--- src/design/lkx_pkg.sv ---
// ----------------------------------------------------------------------------
// lkx_pkg: shared types and constants of the lcg keystream xor cipher
// Field widths, register indexes, engine phases and the structs that pass
// between the top level and the word engine.
// ----------------------------------------------------------------------------
package lkx_pkg;

  // field widths
  localparam int unsigned LKX_MSG_W      = 8;
  localparam int unsigned LKX_MUL_W      = 32;
  localparam int unsigned LKX_WORD_W     = 31;
  localparam int unsigned LKX_PROD_W     = 64;
  localparam int unsigned LKX_CFG_IDX_W  = 8;
  localparam int unsigned LKX_CFG_DATA_W = 32;

  // register indexes
  localparam logic [LKX_CFG_IDX_W-1:0] LKX_REG_MULT = 8'd0;
  localparam logic [LKX_CFG_IDX_W-1:0] LKX_REG_INCR = 8'd1;
  localparam logic [LKX_CFG_IDX_W-1:0] LKX_REG_MODU = 8'd2;
  localparam logic [LKX_CFG_IDX_W-1:0] LKX_REG_SEED = 8'd3;

  // register reset values
  localparam logic [LKX_MUL_W-1:0]  LKX_MULT_RST = 32'd1103515245;
  localparam logic [LKX_WORD_W-1:0] LKX_INCR_RST = 31'd12345;
  localparam logic [LKX_WORD_W-1:0] LKX_MODU_RST = 31'd2147483647;
  localparam logic [LKX_WORD_W-1:0] LKX_SEED_RST = 31'd1;

  // word engine phases
  typedef enum logic [1:0] {
    ENG_IDLE,
    ENG_MUL,
    ENG_REM,
    ENG_DONE
  } lkx_eng_phase_e;

  // recurrence coefficients seen by the engine
  typedef struct packed {
    logic [LKX_MUL_W-1:0]  mult;
    logic [LKX_WORD_W-1:0] incr;
    logic [LKX_WORD_W-1:0] modu;
  } lkx_lcg_cfg_t;

  // engine status towards the byte path
  typedef struct packed {
    logic                  done;
    logic [LKX_WORD_W-1:0] next_word;
  } lkx_eng_status_t;

endpackage

--- src/design/lkx_lcg_engine.sv ---
// ----------------------------------------------------------------------------
// lkx_lcg_engine: bit-serial next keystream word
// Forms multiplier * word + increment one multiplier bit a cycle in a 64-bit
// shift register, then reduces it modulo the modulus one bit a cycle.
// ----------------------------------------------------------------------------
module lkx_lcg_engine (
  input  logic                                clk_i,
  input  logic                                rst_ni,
  input  lkx_pkg::lkx_lcg_cfg_t               cfg_i,
  input  logic                                kick_i,
  input  logic [lkx_pkg::LKX_WORD_W-1:0]      word_i,
  output lkx_pkg::lkx_eng_status_t            status_o
);
  import lkx_pkg::*;

  localparam int unsigned CntW = $clog2(LKX_PROD_W);
  localparam int unsigned HalfW = LKX_PROD_W / 2;
  localparam logic [CntW-1:0] MulLast = CntW'(LKX_MUL_W - 1);
  localparam logic [CntW-1:0] RemLast = CntW'(LKX_PROD_W - 1);

  lkx_eng_phase_e phase_q, phase_d;
  logic [CntW-1:0] cnt_q, cnt_d;
  logic [HalfW-1:0] hi_q, lo_q;
  logic [LKX_WORD_W-1:0] w_q;
  logic [LKX_WORD_W-1:0] rem_q;

  logic [HalfW:0] mul_sum;
  logic [LKX_WORD_W:0] rem_s;
  logic [LKX_WORD_W+1:0] rem_diff;
  logic last_mul, last_rem;

  assign last_mul = (cnt_q == MulLast);
  assign last_rem = (cnt_q == RemLast);

  // shift-add step: add the word into the upper half when the multiplier bit is set
  assign mul_sum = {1'b0, hi_q} + (lo_q[0] ? {{(HalfW - LKX_WORD_W + 1){1'b0}}, w_q}
                                           : '0);

  // restoring step: bring in the next product bit, subtract the modulus if it fits
  // (a zero modulus keeps the low 31 bits, i.e. reduction modulo 2^31)
  assign rem_s    = {rem_q, hi_q[HalfW-1]};
  assign rem_diff = {1'b0, rem_s} - {2'b00, cfg_i.modu};

  // next phase
  always_comb begin
    phase_d = phase_q;
    if (kick_i) begin
      phase_d = ENG_MUL;
    end else begin
      unique case (phase_q)
        ENG_MUL: if (last_mul) phase_d = ENG_REM;
        ENG_REM: if (last_rem) phase_d = ENG_DONE;
        ENG_IDLE, ENG_DONE: phase_d = phase_q;
        default: phase_d = ENG_IDLE;
      endcase
    end
  end

  // step counter
  always_comb begin
    cnt_d = cnt_q;
    if (kick_i) begin
      cnt_d = '0;
    end else if (phase_q == ENG_MUL) begin
      cnt_d = last_mul ? '0 : cnt_q + 1'b1;
    end else if (phase_q == ENG_REM) begin
      cnt_d = last_rem ? '0 : cnt_q + 1'b1;
    end
  end

  // status outputs
  always_comb begin
    status_o.done      = (phase_q == ENG_DONE);
    status_o.next_word = rem_q;
  end

  always_ff @(posedge clk_i or negedge rst_ni) begin
    if (!rst_ni) begin
      phase_q <= ENG_IDLE;
      cnt_q   <= '0;
    end else begin
      phase_q <= phase_d;
      cnt_q   <= cnt_d;
    end
  end

  // product and remainder shift registers
  always_ff @(posedge clk_i) begin
    if (kick_i) begin
      // increment preloaded in the upper half lands as a plain addend
      hi_q  <= {{(HalfW - LKX_WORD_W){1'b0}}, cfg_i.incr};
      lo_q  <= cfg_i.mult;
      w_q   <= word_i;
      rem_q <= '0;
    end else if (phase_q == ENG_MUL) begin
      hi_q <= mul_sum[HalfW:1];
      lo_q <= {mul_sum[0], lo_q[HalfW-1:1]};
    end else if (phase_q == ENG_REM) begin
      hi_q  <= {hi_q[HalfW-2:0], lo_q[HalfW-1]};
      lo_q  <= {lo_q[HalfW-2:0], 1'b0};
      rem_q <= rem_diff[LKX_WORD_W+1] ? rem_s[LKX_WORD_W-1:0]
                                      : rem_diff[LKX_WORD_W-1:0];
    end
  end

endmodule

--- src/design/lcg_keystream_xor_cipher_core.sv ---
// ----------------------------------------------------------------------------
// lcg_keystream_xor_cipher_core: lcg keystream xor cipher
// Xors each message byte with the next keystream byte; the following word
// is worked out bit-serially in the background while the current one is used.
// ----------------------------------------------------------------------------
// output: an accepted byte beat is registered, showing in the cycle after
// throughput: bytes 0 to 2 of a word one per cycle unless the output stalls;
//   byte 3 waits until the word engine has multiplied and reduced the next
//   word, so a long message is paced by the engine
// the engine restarts on a new word, a restart beat and every register write
// reset: registers take their reset values, key word 0 at byte 0, engine starts
module lcg_keystream_xor_cipher_core (
  input  logic                                clk_i,
  input  logic                                rst_ni,
  input  logic                                cfg_valid_i,
  output logic                                cfg_ready_o,
  input  logic [lkx_pkg::LKX_CFG_IDX_W-1:0]   cfg_index_i,
  input  logic [lkx_pkg::LKX_CFG_DATA_W-1:0]  cfg_data_i,
  input  logic                                in_valid_i,
  output logic                                in_ready_o,
  input  logic [lkx_pkg::LKX_MSG_W-1:0]       msg_byte_i,
  input  logic                                restart_i,
  output logic                                out_valid_o,
  input  logic                                out_ready_i,
  output logic [lkx_pkg::LKX_MSG_W-1:0]       cipher_byte_o
);
  import lkx_pkg::*;

  localparam logic [1:0] LastPos = 2'd3;

  lkx_lcg_cfg_t cfg_q;
  logic [LKX_WORD_W-1:0] seed_q;
  logic [LKX_WORD_W-1:0] key_word_q, key_word_d;
  logic [1:0] byte_pos_q, byte_pos_d;
  logic out_valid_q, out_valid_d;
  logic [LKX_MSG_W-1:0] cipher_q, cipher_d;
  logic init_q, cfg_kick_q;

  logic cfg_fire, in_fire, advance, kick;
  logic [LKX_WORD_W-1:0] cur_word;
  logic [1:0] cur_pos;
  logic [LKX_MSG_W-1:0] key_byte;
  lkx_eng_status_t eng_st;

  assign cfg_ready_o = 1'b1;
  assign cfg_fire    = cfg_valid_i & cfg_ready_o;

  // take a byte when the output slot frees and its key word is known
  // (a finished word is stale in the cycle the engine restarts after a write)
  assign in_ready_o = (!out_valid_q || out_ready_i) &&
                      (restart_i || (byte_pos_q != LastPos) ||
                       (eng_st.done && !cfg_kick_q));
  assign in_fire    = in_valid_i & in_ready_o;

  // register writes
  always_ff @(posedge clk_i or negedge rst_ni) begin
    if (!rst_ni) begin
      cfg_q.mult <= LKX_MULT_RST;
      cfg_q.incr <= LKX_INCR_RST;
      cfg_q.modu <= LKX_MODU_RST;
      seed_q     <= LKX_SEED_RST;
    end else if (cfg_fire) begin
      unique case (cfg_index_i)
        LKX_REG_MULT: cfg_q.mult <= cfg_data_i;
        LKX_REG_INCR: cfg_q.incr <= cfg_data_i[LKX_WORD_W-1:0];
        LKX_REG_MODU: cfg_q.modu <= cfg_data_i[LKX_WORD_W-1:0];
        LKX_REG_SEED: seed_q     <= cfg_data_i[LKX_WORD_W-1:0];
        default: ;
      endcase
    end
  end

  // word and position in use for this beat
  assign cur_word = restart_i ? seed_q : key_word_q;
  assign cur_pos  = restart_i ? 2'd0 : byte_pos_q;

  always_comb begin
    unique case (cur_pos)
      2'd0: key_byte = cur_word[7:0];
      2'd1: key_byte = cur_word[15:8];
      2'd2: key_byte = cur_word[23:16];
      2'd3: key_byte = {1'b0, cur_word[30:24]};
      default: key_byte = '0;
    endcase
  end

  // keystream state
  assign advance = in_fire && (cur_pos == LastPos);

  always_comb begin
    key_word_d = key_word_q;
    byte_pos_d = byte_pos_q;
    if (in_fire) begin
      byte_pos_d = cur_pos + 2'd1;
      key_word_d = advance ? eng_st.next_word : cur_word;
    end
  end

  // engine restarts on a new word, a restart beat, after a write and after reset
  assign kick = init_q | cfg_kick_q | (in_fire && (restart_i || advance));

  // output register
  always_comb begin
    out_valid_d = out_valid_q & ~out_ready_i;
    cipher_d    = cipher_q;
    if (in_fire) begin
      out_valid_d = 1'b1;
      cipher_d    = msg_byte_i ^ key_byte;
    end
  end

  always_ff @(posedge clk_i or negedge rst_ni) begin
    if (!rst_ni) begin
      key_word_q  <= '0;
      byte_pos_q  <= '0;
      out_valid_q <= 1'b0;
      init_q      <= 1'b1;
      cfg_kick_q  <= 1'b0;
    end else begin
      key_word_q  <= key_word_d;
      byte_pos_q  <= byte_pos_d;
      out_valid_q <= out_valid_d;
      init_q      <= 1'b0;
      cfg_kick_q  <= cfg_fire;
    end
  end

  always_ff @(posedge clk_i) begin
    cipher_q <= cipher_d;
  end

  assign out_valid_o   = out_valid_q;
  assign cipher_byte_o = cipher_q;

  lkx_lcg_engine u_engine (
    .clk_i    (clk_i),
    .rst_ni   (rst_ni),
    .cfg_i    (cfg_q),
    .kick_i   (kick),
    .word_i   (key_word_d),
    .status_o (eng_st)
  );

`ifndef SYNTHESIS
  // a word change only ever takes a finished engine result
  a_advance_needs_word: assert property (@(posedge clk_i) disable iff (!rst_ni)
    (in_fire && !restart_i && byte_pos_q == LastPos) |-> eng_st.done)
    else $error("keystream advanced before the next word was ready");

  // a finished word is reduced below a nonzero modulus
  a_word_reduced: assert property (@(posedge clk_i) disable iff (!rst_ni)
    (eng_st.done && !cfg_kick_q && cfg_q.modu != '0) |->
      (eng_st.next_word < cfg_q.modu))
    else $error("next keystream word not below modulus");

  // a restart beat leaves the keystream at byte 1 of the seed
  a_restart_pos: assert property (@(posedge clk_i) disable iff (!rst_ni)
    (in_fire && restart_i) |=> (byte_pos_q == 2'd1 && key_word_q == $past(seed_q)))
    else $error("restart did not reload the seed");

  // every accepted beat yields an output beat
  a_beat_out: assert property (@(posedge clk_i) disable iff (!rst_ni)
    in_fire |=> out_valid_o)
    else $error("accepted beat gave no output");
`endif

endmodule

--- config.mk ---
export PLATFORM = sky130hd
export DESIGN_NAME = lcg_keystream_xor_cipher_core
export DESIGN_NICKNAME = d
export VERILOG_FILES = /design/src/design/lkx_pkg.sv /design/src/design/lkx_lcg_engine.sv /design/src/design/lcg_keystream_xor_cipher_core.sv
export SDC_FILE = /design/constraint.sdc
export NUM_CORES = 1
export LEC_CHECK = 0
export ABC_AREA = 1
export BUFFER_PORTS_ARGS = -buffer_cell sky130_fd_sc_hd__buf_2
export CAP_MARGIN = 10
export CORE_MARGIN = 10
export CORE_UTILIZATION = 65
export DETAILED_ROUTE_END_ITERATION = 12
export PLACE_DENSITY = 0.91
export SLEW_MARGIN = 20
export SYNTH_ARGS = -nofsm -noshare
export SYNTH_HDL_FRONTEND = slang
export SYNTH_SLANG_ARGS = --single-unit
--- constraint.sdc ---
create_clock -name clk_i -period 4.45 [get_ports clk_i]
set_input_delay 0.89 -clock clk_i [delete_from_list [all_inputs] [get_ports clk_i]]
set_output_delay 0.89 -clock clk_i [all_outputs]
set_load 0.05 [all_outputs]
# Yosys cells after proc, flatten, opt, wreduce, memory -nomap -nowiden

Index checks and enable logic that the tools add are counted.

Output and inout bits: 11
Logic and storage cells: 88
Bits of input ports: 54
Register bits: 303

Equality and inequality tests: 15
Add/sub/neg operators: 4
Reduce and logical (&&, ||, !) cells: 22
Bitwise gates (word level): 7
Muxes and demuxes: 23

Operators by type and width:

| kind                | number |
|---|---|
| $mux 31             | 6 |
| $mux 32             | 5 |
| $add 32x33->33      | 1 |
| $sub 32x31->33      | 1 |
| $pmux 8 s4          | 1 |
| $mux 6              | 5 |
| $eq 8x2->1 const B  | 2 |
| $reduce_and 2->1    | 5 |
| $eq 2x2->1 const B  | 4 |
| $eq 8x1->1 const B  | 1 |
| $logic_not 8->1     | 1 |
| $mux 2              | 4 |
| $xor 8x8->8         | 1 |
| $add 6x1->6 const B | 1 |
| $eq 6x5->1 const B  | 1 |
| $eq 6x6->1 const B  | 1 |
| $ne 3x2->1 const B  | 2 |
| $eq 2x1->1 const B  | 2 |
| $logic_and 1x1->1   | 4 |
| $logic_not 2->1     | 2 |
| $logic_or 1x1->1    | 4 |
| $ne 2x2->1 const B  | 2 |
| $pmux 2 s2          | 1 |
| $reduce_and 3->1    | 1 |
| 9 further kinds     | 13 |

# Longest topological paths before layout

Word-level depth: 11
Gate-level depth with buffers: 17
Gate-level depth less buffers: 16

# Hierarchy

A second synthesis with hierarchy kept.

Cells, all modules: 2886
Area, all modules: 19675.1 um2

Modules (own cells, without submodules):

| module                        | cells an instance | sequential area each (um2) | instances | area each (um2) |
|---|---|---|---|---|
| lkx_lcg_engine                | 1809              | 3663.5                     | 1         | 11289.6 |
| lcg_keystream_xor_cipher_core | 1077              | 4336.7                     | 1         | 8385.5 |

# Worst setup path after synthesis

Ideal clock, no wire load.

Path type: input to register
From: input restart_i
To: register u_engine.hi_q[0] (enable)
Arrival time: 2974 ps
Buffers on the path: 4
Stages on the path: 11
Data required time: 3933 ps
Setup slack: 958 ps
Library setup time: 517 ps
Cell sequence: buf_2 > buf_2 > nor2_1 > ha_1 > buf_2 > or2_1 > nand4_1 > nand2_2 > nor2_1 > buf_4 > nand2_2

Longest elaborated chain between the ends: 9
Elaborated cells between the ends (all ways): 11
Those cells by class: 1 x eq/ne; 1 x mux; 2 x bitwise; 7 x reduce/logical

Ends and longest elaborated chain:

| what                                   | RTL line                             | source |
|---|---|---|
| start, declared                        | lcg_keystream_xor_cipher_core.sv:22  | `input logic restart_i,` |
| $logic_or 1x1->1 (2 in a row)          | lcg_keystream_xor_cipher_core.sv:51  | `(restart_i \|\| (byte_pos_q != LastPos) \|\|` |
| $logic_and 1x1->1                      | lcg_keystream_xor_cipher_core.sv:50  | `assign in_ready_o = (!out_valid_q \|\| out_ready_i) &&` |
| $and 1x1->1                            | lcg_keystream_xor_cipher_core.sv:53  | `assign in_fire = in_valid_i & in_ready_o;` |
| $logic_and 1x1->1                      | lcg_keystream_xor_cipher_core.sv:88  | `assign advance = in_fire && (cur_pos == LastPos);` |
| $logic_or 1x1->1                       | lcg_keystream_xor_cipher_core.sv:100 | `assign kick = init_q \| cfg_kick_q \| (in_fire && (restart_i \|\| advance));` |
| $logic_and 1x1->1 (*)                  | lcg_keystream_xor_cipher_core.sv:100 |  |
| $or 1x1->1 (*)                         | lcg_keystream_xor_cipher_core.sv:100 |  |
| $reduce_bool 3->1 (no source line) (*) | -                                    |  |
| end signal, assigned                   | lkx_lcg_engine.sv:91                 | `hi_q <= {{(HalfW - LKX_WORD_W){1'b0}}, cfg_i.incr};` |
| end signal, assigned                   | lkx_lcg_engine.sv:96                 | `hi_q <= mul_sum[HalfW:1];` |
| end signal, assigned                   | lkx_lcg_engine.sv:99                 | `hi_q <= {hi_q[HalfW-2:0], lo_q[HalfW-1]};` |
| end, declared                          | lkx_lcg_engine.sv:23                 | `logic [HalfW-1:0] hi_q, lo_q;` |

Mark *: on every way between the ends. The rest lies on a longest branch, timed or not.
A chain may end at the register's enable or synchronous reset.

# Final worst setup path

From: register u_engine.hi_q[31]
To: register u_engine.rem_q[23]

Longest elaborated chain between the ends: 2

Ends and longest elaborated chain:

| what                 | RTL line              | source |
|---|---|---|
| $sub 32x31->33       | lkx_lcg_engine.sv:42  | `assign rem_diff = {1'b0, rem_s} - {2'b00, cfg_i.modu};` |
| $mux 31              | lkx_lcg_engine.sv:101 | `rem_q <= rem_diff[LKX_WORD_W+1] ? rem_s[LKX_WORD_W-1:0]` |
| end signal, assigned | lkx_lcg_engine.sv:101 |  |
| end, declared        | lkx_lcg_engine.sv:25  | `logic [LKX_WORD_W-1:0] rem_q;` |

Every way passes these cells.

==> impl_metrics.yaml <==
routing:
  antenna_left: 0
  drc: 0
  num_vias: 16900
  dr.pass1.iters: 6
  vias_per_cell: 5.57
  drt_iter0_markers: 1944
  routed_wl_mm: 52.8
  wl_per_cell_um: 17.4
min_path:
  hp-class: "input port to asynchronous set/reset pin"
critical_path:
  critPathCaptureType: "flip-flop"
  r2r_slack_ns: 1.24
  start_kind: "flip-flop"
  cp_max_fo: 33
  path_class: "flip-flop to flip-flop"
  reg2reg_depth: 15
  rr_startpoint: "u_engine.hi_q[31]$_SDFFE_PP0P_"
  critPathRequiredTime_ns: 4.90
  r2r_end: "u_engine.rem_q[23]$_SDFFE_PP0P_"
  worstPathArrival_ns: 3.66
die:
  initial_core_util_pct: 66.2
  pin_count: 65
  core_sq_um: 27900
  fp.dieArea_sq_um: 35600
  fp-row-count: 61
  die_y_um: 189
  die_w_um: 189
logic_synthesis:
  netlist_area_sq_um: 18500
  async_flop_share_pct: 55.8
  synth_nets: 2729
  yosys-top-cells-area: "nand2_1 (19%), edfxtp_1 (17%), dfrtp_1 (16%)"
  synth_edf_count: 102
  syn_avg_cell_area_sq_um: 7.10
  yosysTopAreaCellShare_pct: 18.8
  syn-instance-count: 2603
  seq_area_frac_synth_pct: 43.3
  synth_seq_cells: 303
  synth_cell_type_count: 47
  yosys_warnings: 0
  synth-main-ff-cell: "dfrtp_1"
  synth_top_cell_by_area: "nand2_1"
final_layout:
  multi_input_area_sq_um: 8400
  n_fill_cell: 2300
  diodes: 0
  area_growth_pct: 8.72
  mostFrequentLayoutCells: "nand2_1 (923), inv_1 (447), o21ai_0 (205), nor2_1 (163), nand3_1 (142)"
  regArea_sq_um: 8000
  nets: 2752
  drive_gt1_share_pct: 8.30
  fin_util_pct: 71.9
  final_common_cell: "nand2_1"
  finalInstanceArea_sq_um: 20100
pwr:
  comb_power_share_pct: 20.1
  power_uw: 7520
  p_leak_uw: 0.0105
  intPower_uw: 5210
  power.share.switching_pct: 30.8
  seqPwrFrac_pct: 44.6
  vdd_drop_max_mv: 0.243
  p_sw_uw: 2310
  clockPowerShare_pct: 35.4
  pwr_density_cell_nw_per_um2: 374
global_route:
  overflow: 0
  grt_use_total_pct: 29.4
  grt_max_degree: 94
  grt_first_pass_wirelength_mm: 84.9
  grt_pass1_vias: 16200
  antenna_found_initial: 1
place:
  port_buffers: 63
  placed_cell_area_sq_um: 19000
  dp_hpwl_mm: 38.7
  place_congestion: 0.938
cts:
  clockRootBuffer: "clkbuf_16"
  ctsResizeCount: 0
  h-tree-depth: 1
  path_clk_slew_ns: 0.06
  cts_buffer_depth: 3
  numCtsBuffers: 31
  cts_tree: "yes"
  clkLatencyLatePin_ns: 0.57
  hold_buffers: 0
  cts.sinks: 303
  postCtsSetupRepairBufs: 0
timing:
  final.min_clock_period_ns: 3.21
  timing.slew.headroom_pct: 31.3
  min_period_over_period_pct: 72.2
  fin_skew_ns: 0.0208
  slew_viol_final: 0
  rsz0062_at_grt: "false"
  fin_setup_tns_ns: 0
  hold_slack_ns: 0.415
  fmax_mhz: 311
  setup_viol: 0
  worst_pin_slew_ns: 1.03
  hold_violations: 0
job:
  drv_cap: 0
outcome:
  status: "completed"
## cells by family (layout without fill, tap and decap cells)
logic type | count (synthesis) | in the layout | share of synthesized area (%)
and+or+nand+nor | 1279 | 1279 | 27.8
buffers and inverters | 544 | 591 | 11.5
AOI/OAI and AO/OA | 365 | 365 | 10.5
DFF | 303 | 303 | 43.3
adders and majority gates | 72 | 72 | 4.96
xor gates and xnor gates | 30 | 30 | 1.42
muxes | 8 | 8 | 0.440
other | 2 | 2 | 0.0406
## cells in the mapped netlist (5+ instances only)
master / n
or2_2: 6
nand3_1: 142
buf_2: 24
nor3_1: 6
o21ai_0: 205
inv_1: 447
o211ai_1: 22
mux2i_1: 7
nand2_1: 926
dfstp_2: 54
dfrtp_1: 115
a31oi_1: 34
xor2_1: 9
edfxtp_1: 102
nand4_1: 6
ha_1: 70
nor2_1: 164
clkbuf_1: 59
a21oi_1: 72
xnor2_1: 21
dfxtp_1: 32
nand3b_1: 8
o21ai_1: 24
and2_1: 5
## power by group through the flow
| stage | Combinational [uW] | Clock, uW | Sequential (uW) |
|---|---|---|---|
| detailed placement | 1470 | 0 | 3390 |
| finish | 1510 | 2660 | 3350 |
| CTS | 1490 | 2660 | 3350 |
| global route | 1670 | 2780 | 3370 |
| global placement | 1440 | 0 | 3380 |
| floorplan | 1000 | 0 | 3410 |
## stage by stage
stage | std cells | setup WS [ns]
after CTS | 3028 | 1.30
final | 3028 | 1.24
after global routing | 3028 | 0.991
after floorplan | 2603 | 0.958
after global placement | 2971 | 0.905
after detailed placement | 2971 | 0.761
## state kept, by name, summed over array words and instances, names as in the netlist, 8 cells and up
register and flops:
seed_q 31, u_engine.hi_q 32, u_engine.rem_q 31, cfg_q 94, u_engine.lo_q 32, cipher_byte_o 8
u_engine.w_q 31, key_word_q 31
## layout make-up
type,instances,area share [%]
clock inverter,10,0.442
tap,378,2.35
multi-input combinational,1756,41.8
clock buffer,47,4.77
timing repair buffer,82,2.37
sequential,303,39.8
inverter,452,8.44
## routing by layer
metal  track usage (%)  share of wire (%)
met3              4.15                7.7
met4              11.8                4.1
met5                 0                  0
met1              38.8                 41
met2              47.9                 47
## how the worst max path moves through the flow
stage / start / to / slack, ns / cells after the start
floorplan: restart_i / u_engine.hi_q[0]$_DFFE_PP_ / 0.96 / 11
global placement: restart_i / u_engine.cnt_q[0]$_DFFE_PN0P_ / 0.90 / 13
detailed placement: restart_i / u_engine.cnt_q[0]$_DFFE_PN0P_ / 0.76 / 14
CTS: u_engine.hi_q[31]$_SDFFE_PP0P_ / u_engine.rem_q[23]$_SDFFE_PP0P_ / 1.30 / 15
global route: u_engine.lo_q[0]$_DFFE_PP_ / u_engine.hi_q[23]$_DFFE_PP_ / 0.99 / 15
finish: u_engine.hi_q[31]$_SDFFE_PP0P_ / u_engine.rem_q[23]$_SDFFE_PP0P_ / 1.24 / 15
## critical path, stage by stage, from the launching register on
cell     delay, ns
dfxtp_1       0.42
inv_1         0.18
ha_1          0.24
inv_1         0.18
fa_1          0.33
nand3_1       0.13
nand3_2       0.10
nand2_1       0.05
nand2_1       0.13
nand2_1       0.07
nand2_1       0.13
nand2_4       0.25
nand2_4       0.42
nand3_1       0.28
nand2_1       0.12
nand2_1       0.05
Power figures use the tool's default switching activity.
